[src/rtl/cbsm_pkg.sv]
// ----------------------------------------------------------------------------
// cbsm_pkg
// Types and constants shared by the cartridge bank switch mapper.
// ----------------------------------------------------------------------------
package cbsm_pkg;

    localparam int unsigned ADDR_W      = 16;
    localparam int unsigned DATA_W      = 8;
    localparam int unsigned BANK_W      = 4;
    localparam int unsigned OFFSET_W    = 20;
    localparam int unsigned ROM_SIZE_W  = 21;
    localparam int unsigned TYPE_W      = 3;
    localparam int unsigned BANK_SHIFT  = 14;      // 16 KiB banks
    localparam int unsigned PADDR_W     = 3;
    localparam int unsigned PDATA_W     = 32;

    // Window base addresses
    localparam logic [ADDR_W-1:0] BASE_NONE  = 16'h0000;
    localparam logic [ADDR_W-1:0] BASE_LOW   = 16'h4000;   // two-bank window
    localparam logic [ADDR_W-1:0] BASE_MID   = 16'h8000;   // banked window
    localparam logic [ADDR_W-1:0] BASE_EIGHT = 16'hA000;   // eight-bank window

    // Bus decode constants
    localparam logic [ADDR_W-1:0]     TWO_BANK_ADDR = 16'h8000;
    localparam logic [8:0]            EIGHT_HI_BITS = 9'h1FF;   // address >= 0xFF80
    localparam logic [DATA_W-1:0]     BANK_DATA_LIM = 8'd9;
    localparam logic [ROM_SIZE_W-1:0] SMALL_ROM     = 21'h010000; // 64 KiB

    // Register indexes (paddr[2])
    localparam logic REG_MAPPER_TYPE = 1'b0;
    localparam logic REG_ROM_SIZE    = 1'b1;

    typedef enum logic [TYPE_W-1:0] {
        MT_FLAT         = 3'd0,
        MT_FLAT_RAM     = 3'd1,
        MT_BANKED       = 3'd2,
        MT_BANKED_LARGE = 3'd3,
        MT_BANKED_ROM   = 3'd4,
        MT_BANKED_RAM   = 3'd5,
        MT_TWO_BANK     = 3'd6,
        MT_EIGHT_BANK   = 3'd7
    } t_mapper_type;

    typedef struct packed {
        logic                remap;
        logic [ADDR_W-1:0]   window_base;
        logic [OFFSET_W-1:0] rom_offset;
        logic [BANK_W-1:0]   bank_now;
    } t_dec_res;

endpackage

[src/rtl/cbsm_regs.sv]
// ----------------------------------------------------------------------------
// cbsm_regs
// APB-style configuration registers: mapper type and ROM size.
// ----------------------------------------------------------------------------
module cbsm_regs
    import cbsm_pkg::*;
(
    input  logic                  i_clk,
    input  logic                  i_rst_n,
    input  logic                  psel,
    input  logic                  penable,
    input  logic                  pwrite,
    input  logic [PADDR_W-1:0]    paddr,
    input  logic [PDATA_W-1:0]    pwdata,
    output logic [PDATA_W-1:0]    prdata,
    output logic                  pready,
    output t_mapper_type          o_mapper_type,
    output logic [ROM_SIZE_W-1:0] o_rom_size
);

    t_mapper_type          r_mapper_type;
    logic [ROM_SIZE_W-1:0] r_rom_size;
    logic                  wr_en;

    assign pready = 1'b1;
    assign wr_en  = psel & penable & pwrite & pready;

    always_ff @(posedge i_clk) begin
        if (!i_rst_n) begin
            r_mapper_type <= MT_FLAT;
            r_rom_size    <= '0;
        end else if (wr_en) begin
            if (paddr[2] == REG_MAPPER_TYPE) begin
                r_mapper_type <= t_mapper_type'(pwdata[TYPE_W-1:0]);
            end else begin
                r_rom_size <= pwdata[ROM_SIZE_W-1:0];
            end
        end
    end

    always_comb begin
        if (paddr[2] == REG_ROM_SIZE) begin
            prdata = {{(PDATA_W-ROM_SIZE_W){1'b0}}, r_rom_size};
        end else begin
            prdata = {{(PDATA_W-TYPE_W){1'b0}}, r_mapper_type};
        end
    end

    assign o_mapper_type = r_mapper_type;
    assign o_rom_size    = r_rom_size;

endmodule

[src/rtl/cbsm_decode.sv]
// ----------------------------------------------------------------------------
// cbsm_decode
// Decodes one bus write into a bank select and checks it against ROM size.
// ----------------------------------------------------------------------------
module cbsm_decode
    import cbsm_pkg::*;
(
    input  t_mapper_type          i_mapper_type,
    input  logic [ROM_SIZE_W-1:0] i_rom_size,
    input  logic [ADDR_W-1:0]     i_bus_address,
    input  logic [DATA_W-1:0]     i_bus_data,
    input  logic [BANK_W-1:0]     i_cur_bank,
    output t_dec_res              o_res
);

    logic                      hit;
    logic                      plain;
    logic [BANK_W-1:0]         bank;
    logic [BANK_W-1:0]         eff;
    logic [ADDR_W-1:0]         base;
    logic                      in_win;
    logic                      data_ok;
    logic [OFFSET_W-1:0]       off;
    logic                      fits;

    assign in_win  = (i_bus_address[15:14] == 2'b10);
    assign data_ok = (i_bus_data < BANK_DATA_LIM);

    always_comb begin
        hit   = 1'b0;
        plain = 1'b0;
        bank  = '0;
        base  = BASE_NONE;
        unique case (i_mapper_type)
            MT_FLAT, MT_FLAT_RAM: begin
                hit = 1'b0;
            end
            MT_BANKED, MT_BANKED_ROM, MT_BANKED_RAM: begin
                hit   = in_win & data_ok;
                plain = 1'b1;
                bank  = i_bus_data[BANK_W-1:0];
                base  = BASE_MID;
            end
            MT_BANKED_LARGE: begin
                hit  = in_win & data_ok;
                bank = i_bus_data[BANK_W-1:0] + BANK_W'(1);
                base = BASE_MID;
            end
            MT_TWO_BANK: begin
                hit  = (i_bus_address == TWO_BANK_ADDR) &&
                       (i_bus_data == 8'd1 || i_bus_data == 8'd2);
                bank = i_bus_data[BANK_W-1:0] - BANK_W'(1);
                base = BASE_LOW;
            end
            MT_EIGHT_BANK: begin
                hit  = (i_bus_address[15:7] == EIGHT_HI_BITS);
                bank = {1'b0, i_bus_address[2:0]};
                base = BASE_EIGHT;
            end
        endcase
    end

    // small ROMs only see the low two bank bits on the plain banked types
    assign eff  = (plain && (i_rom_size <= SMALL_ROM)) ? {2'b00, bank[1:0]} : bank;
    assign off  = {{(OFFSET_W-BANK_W-BANK_SHIFT){1'b0}}, eff, {BANK_SHIFT{1'b0}}};
    assign fits = ({1'b0, off} < i_rom_size);

    always_comb begin
        if (hit && fits) begin
            o_res.remap       = 1'b1;
            o_res.window_base = base;
            o_res.rom_offset  = off;
            o_res.bank_now    = bank;
        end else begin
            o_res.remap       = 1'b0;
            o_res.window_base = BASE_NONE;
            o_res.rom_offset  = '0;
            o_res.bank_now    = i_cur_bank;
        end
    end

endmodule

[src/rtl/cartridge_bank_switch_mapper.sv]
// ----------------------------------------------------------------------------
// cartridge_bank_switch_mapper
// Cartridge ROM bank switching decoder for CPU bus writes.
// ----------------------------------------------------------------------------
// Each accepted bus write gives exactly one result item, passing through the
// input register, the single decode stage and the result register. A new
// write is accepted every cycle, one item per clock, unless both registers
// are full and the output side is not ready. The held bank updates as an item
// enters the result register, so back-to-back writes see the bank left by the
// one before. The user must write mapper type and ROM size through the APB
// port only while no item is in flight; the block itself does not enforce it.
// ----------------------------------------------------------------------------
module cartridge_bank_switch_mapper
    import cbsm_pkg::*;
(
    input  logic                  i_clk,
    input  logic                  i_rst_n,
    // configuration
    input  logic                  psel,
    input  logic                  penable,
    input  logic                  pwrite,
    input  logic [PADDR_W-1:0]    paddr,
    input  logic [PDATA_W-1:0]    pwdata,
    output logic [PDATA_W-1:0]    prdata,
    output logic                  pready,
    // bus write in
    input  logic                  i_valid,
    output logic                  o_ready,
    input  logic [ADDR_W-1:0]     i_bus_address,
    input  logic [DATA_W-1:0]     i_bus_data,
    // result out
    output logic                  o_valid,
    input  logic                  i_ready,
    output logic                  o_remap,
    output logic [ADDR_W-1:0]     o_window_base,
    output logic [OFFSET_W-1:0]   o_rom_offset,
    output logic [BANK_W-1:0]     o_bank_now
);

    t_mapper_type          mapper_type;
    logic [ROM_SIZE_W-1:0] rom_size;

    logic                  r_in_valid;
    logic [ADDR_W-1:0]     r_in_addr;
    logic [DATA_W-1:0]     r_in_data;
    logic                  r_out_valid;
    t_dec_res              r_out;
    logic [BANK_W-1:0]     r_bank;

    t_dec_res              dec_res;
    logic                  advance;
    logic                  in_take;

    cbsm_regs u_regs (
        .i_clk         (i_clk),
        .i_rst_n       (i_rst_n),
        .psel          (psel),
        .penable       (penable),
        .pwrite        (pwrite),
        .paddr         (paddr),
        .pwdata        (pwdata),
        .prdata        (prdata),
        .pready        (pready),
        .o_mapper_type (mapper_type),
        .o_rom_size    (rom_size)
    );

    cbsm_decode u_decode (
        .i_mapper_type (mapper_type),
        .i_rom_size    (rom_size),
        .i_bus_address (r_in_addr),
        .i_bus_data    (r_in_data),
        .i_cur_bank    (r_bank),
        .o_res         (dec_res)
    );

    // result register free or draining this cycle
    assign advance = ~r_out_valid | i_ready;
    assign o_ready = ~r_in_valid | advance;
    assign in_take = i_valid & o_ready;

    always_ff @(posedge i_clk) begin
        if (!i_rst_n) begin
            r_in_valid  <= 1'b0;
            r_out_valid <= 1'b0;
            r_bank      <= '0;
        end else begin
            if (o_ready) begin
                r_in_valid <= i_valid;
            end
            if (advance) begin
                r_out_valid <= r_in_valid;
                if (r_in_valid) begin
                    r_bank <= dec_res.bank_now;
                end
            end
        end
    end

    always_ff @(posedge i_clk) begin
        if (in_take) begin
            r_in_addr <= i_bus_address;
            r_in_data <= i_bus_data;
        end
        if (advance && r_in_valid) begin
            r_out <= dec_res;
        end
    end

    assign o_valid       = r_out_valid;
    assign o_remap       = r_out.remap;
    assign o_window_base = r_out.window_base;
    assign o_rom_offset  = r_out.rom_offset;
    assign o_bank_now    = r_out.bank_now;

endmodule

[config.mk]
export PLATFORM = sky130hd
export DESIGN_NAME = cartridge_bank_switch_mapper
export DESIGN_NICKNAME = d
export VERILOG_FILES = /design/src/rtl/cbsm_pkg.sv /design/src/rtl/cbsm_regs.sv /design/src/rtl/cbsm_decode.sv /design/src/rtl/cartridge_bank_switch_mapper.sv
export SDC_FILE = /design/constraint.sdc
export NUM_CORES = 1
export LEC_CHECK = 0
export BUFFER_PORTS_ARGS = -buffer_cell sky130_fd_sc_hd__buf_2
export CORE_AREA = 2 2 87 89
export DETAILED_ROUTE_END_ITERATION = 8
export DIE_AREA = 0 0 89 91
export PLACE_DENSITY = 0.79
export SLEW_MARGIN = 10
export SYNTH_ARGS = -nofsm -noshare
export SYNTH_HDL_FRONTEND = slang
export SYNTH_SLANG_ARGS = --single-unit
[constraint.sdc]
create_clock -name i_clk -period 3.9 [get_ports i_clk]
set_input_delay 0.39 -clock i_clk [delete_from_list [all_inputs] [get_ports i_clk]]
set_output_delay 0.39 -clock i_clk [all_outputs]
set_load 0.005 [all_outputs]
==> reports/results.ini <==
[synthesis]
synth_cells = 338
ys_async_sr_fraction = 0
synth.top_cell.area_share = 0.320
ys_ff_latch = 66
syn_area_per_cell_um2 = 9.99
synthTopCellsByArea = edfxtp_1 (32%), dfxtp_1 (18%), buf_4 (9.6%)
yosys_most_used_dff = edfxtp_1
synth_top_cell_by_area = edfxtp_1
synth_edf_count = 36
synth.yosys.warnings = 0
synth.cell_area_um2 = 3380
ys_types = 51
yosysSeqAreaShare = 0.498

[detailed_routing]
vias_per_cell = 4.94
antenna_left = 0
postRouteWirelength_um = 6540
wl_per_cell_um = 12.4
detail_route.first_pass.iterations = 4
drcViolationCount = 0
vias = 2601
drt_iter0_drc = 150

[power]
irDropWorstVdd_mv = 0.384
leakage_nw = 1.72
power.density_nw_per_um2 = 372
fin_total_pwr_mw = 1.47

[global_route]
overflow = 0
antenna_found_initial = 0
grt_pass1_wl_um = 10200
grt_max_degree = 32
gr-usage-all-layers = 0.161
grt_pass1_vias = 2365

[final_layout]
final_util = 0.554
final_cells = 526
design_area_um2 = 3960
num-fill-cells = 659
antenna_cells = 0
final_nets = 494
seqCellArea_um2 = 1680
layout.cells.most_common = buf_2
syn_to_final_growth_pct = 17.1
multi_input_area_um2 = 1450
drive_above_1_share = 0.276
final_cell_mix = buf_2 (87), nand2_1 (52), conb_1 (41), edfxtp_1 (36), dfxtp_1 (30)

[cts]
root_buffer = clkbuf_8
cts_setup_buffers = 0
clkLatencyLatePin_ns = 0.34
cts_sinks = 66
cts-resized-gates = 0
clkTransAtPathRegs_ns = 0.07
cts_max_path_buffers = 2
cts_tree = yes
htreeDepth = 3
numCtsBuffers = 9
holdBufCountCts = 0

[status]
status = finished, final reports clean

[worst_setup_path]
critical_path.cell_chain = nand3b_1, inv_1, ha_1, a31oi_1, nor4_1, a31oi_1, and3_1, nor2_1, ha_1, o211a_1, o21ai_0, o22ai_1, o21bai_4, clkinv_2, and2_1, a21o_1
critPathCaptureType = flop
worstPathMaxFanout = 11
cp_num_cells = 16
cp_num_buf_inv = 2
cp_slowest_cell = ha_1
startpoint_type = flop
worst_ep_required_time_ns = 3.99
rr_worst_depth = 16
worst-setup-path-type = reg2reg
crit_family = compound AO/OA/AOI/OAI gates
cp.arrival_ns = 3.75
slowest_delay_ns = 0.34

[timing]
worstMarginPinSlew_ns = 0.993
final_hold_viol_count = 0
final_max_slew_viol_count = 0
setup_tns_ns = 0
period_share = 0.938
rsz0062_at_grt = false
clock_skew_ns = 0.0106
relSlewSlack = 0.338
period_minus_slack_ns = 3.66
fmax_mhz = 273
setup_viol = 0

[place]
dp_cells = 510
finalWeightedCongestion = 0.782
dpl.hpwl_um = 4750
io_buffers = 87
place_area_um2 = 3730

[floorplanning]
rows = 31
io_pins = 142
die_y_um = 91
core_um2 = 7140
die_area_um2 = 8100
start_util = 0.473
fp.dieW_um = 89

[job]
drv_cap = 0

[hold_path]
hp-class = in2reg
hold_depth = 1

## final timing paths
path                            slack [ns]                     from             to
worst max-delay path                  0.24  u_regs.o_mapper_type[0]  o_bank_now[1]
worst min-delay path                  0.22         i_bus_address[3]   r_in_addr[3]
worst max register to register        0.24  u_regs.o_mapper_type[0]  o_bank_now[1]
worst min register to register        0.47                r_bank[1]      r_bank[1]
## through the flow
step | hold slack, ns | setup WS [ns]
final | 0.222 | 0.241
after global routing | 0.204 | 0.0719
after CTS | 0.207 | 0.112
after detailed placement | 0.467 | 0.133
after global placement | 0.450 | 0.264
after floorplan | 0.435 | 0.665
## cell type report
type | count | area share
Tap cell | 99 | 0.0313
Clock inverter | 7 | 0.0196
Clock buffer | 9 | 0.0313
Timing Repair Buffer | 91 | 0.118
Inverter | 9 | 0.00886
Multi-Input combinational cell | 245 | 0.366
Sequential cell | 66 | 0.425
## registers in the layout (all words and copies together) (netlist names)
register	count
u_regs.o_mapper_type	3
o_remap	1
o_window_base	3
r_in_addr	16
o_rom_offset	4
r_in_valid	1
r_in_data	8
r_bank	4
o_bank_now	4
u_regs.o_rom_size	21
o_valid	1
## kinds of logic (layout without fill, tap and decap cells)
group	Yosys count	count (layout)	share of synthesized area
simple gates	128	128	0.195
flops	66	66	0.498
buf+inv	66	116	0.122
compound gates	57	57	0.123
mux	8	8	0.0248
fa+ha+maj	6	6	0.0222
xor+xnor	5	5	0.0130
other cells	2	41	0.00222
## report_power, final
group          leakage [nW]  internal [mW]  switching, mW  total, mW
Clock                 0.102          0.301          0.269      0.570
Sequential            0.592          0.760         0.0155      0.775
Combinational          1.03         0.0568         0.0688      0.126
## synth_stat cells, types with 4 or more instances
cell type	n
nor2b_1	10
mux2i_1	5
edfxtp_1	36
a21oi_1	6
a21boi_0	21
nand2_1	52
inv_1	8
ha_1	6
and2_1	20
nand4_1	4
nor4_1	8
buf_4	43
nor2_1	15
nand3_1	5
o21ai_0	4
o211a_1	4
dfxtp_1	30
clkbuf_1	12
## metal layers
metal,wire [um],vias to the layer above,global-route usage,part of all wire
met5,0,-,0,0
met4,123,0,0.0572,0.019
met3,484,14,0.0555,0.074
met2,3180,114,0.252,0.49
met1,2750,1208,0.206,0.42
li1,-,1265,-,-
(Power assumes the default switching activity.)
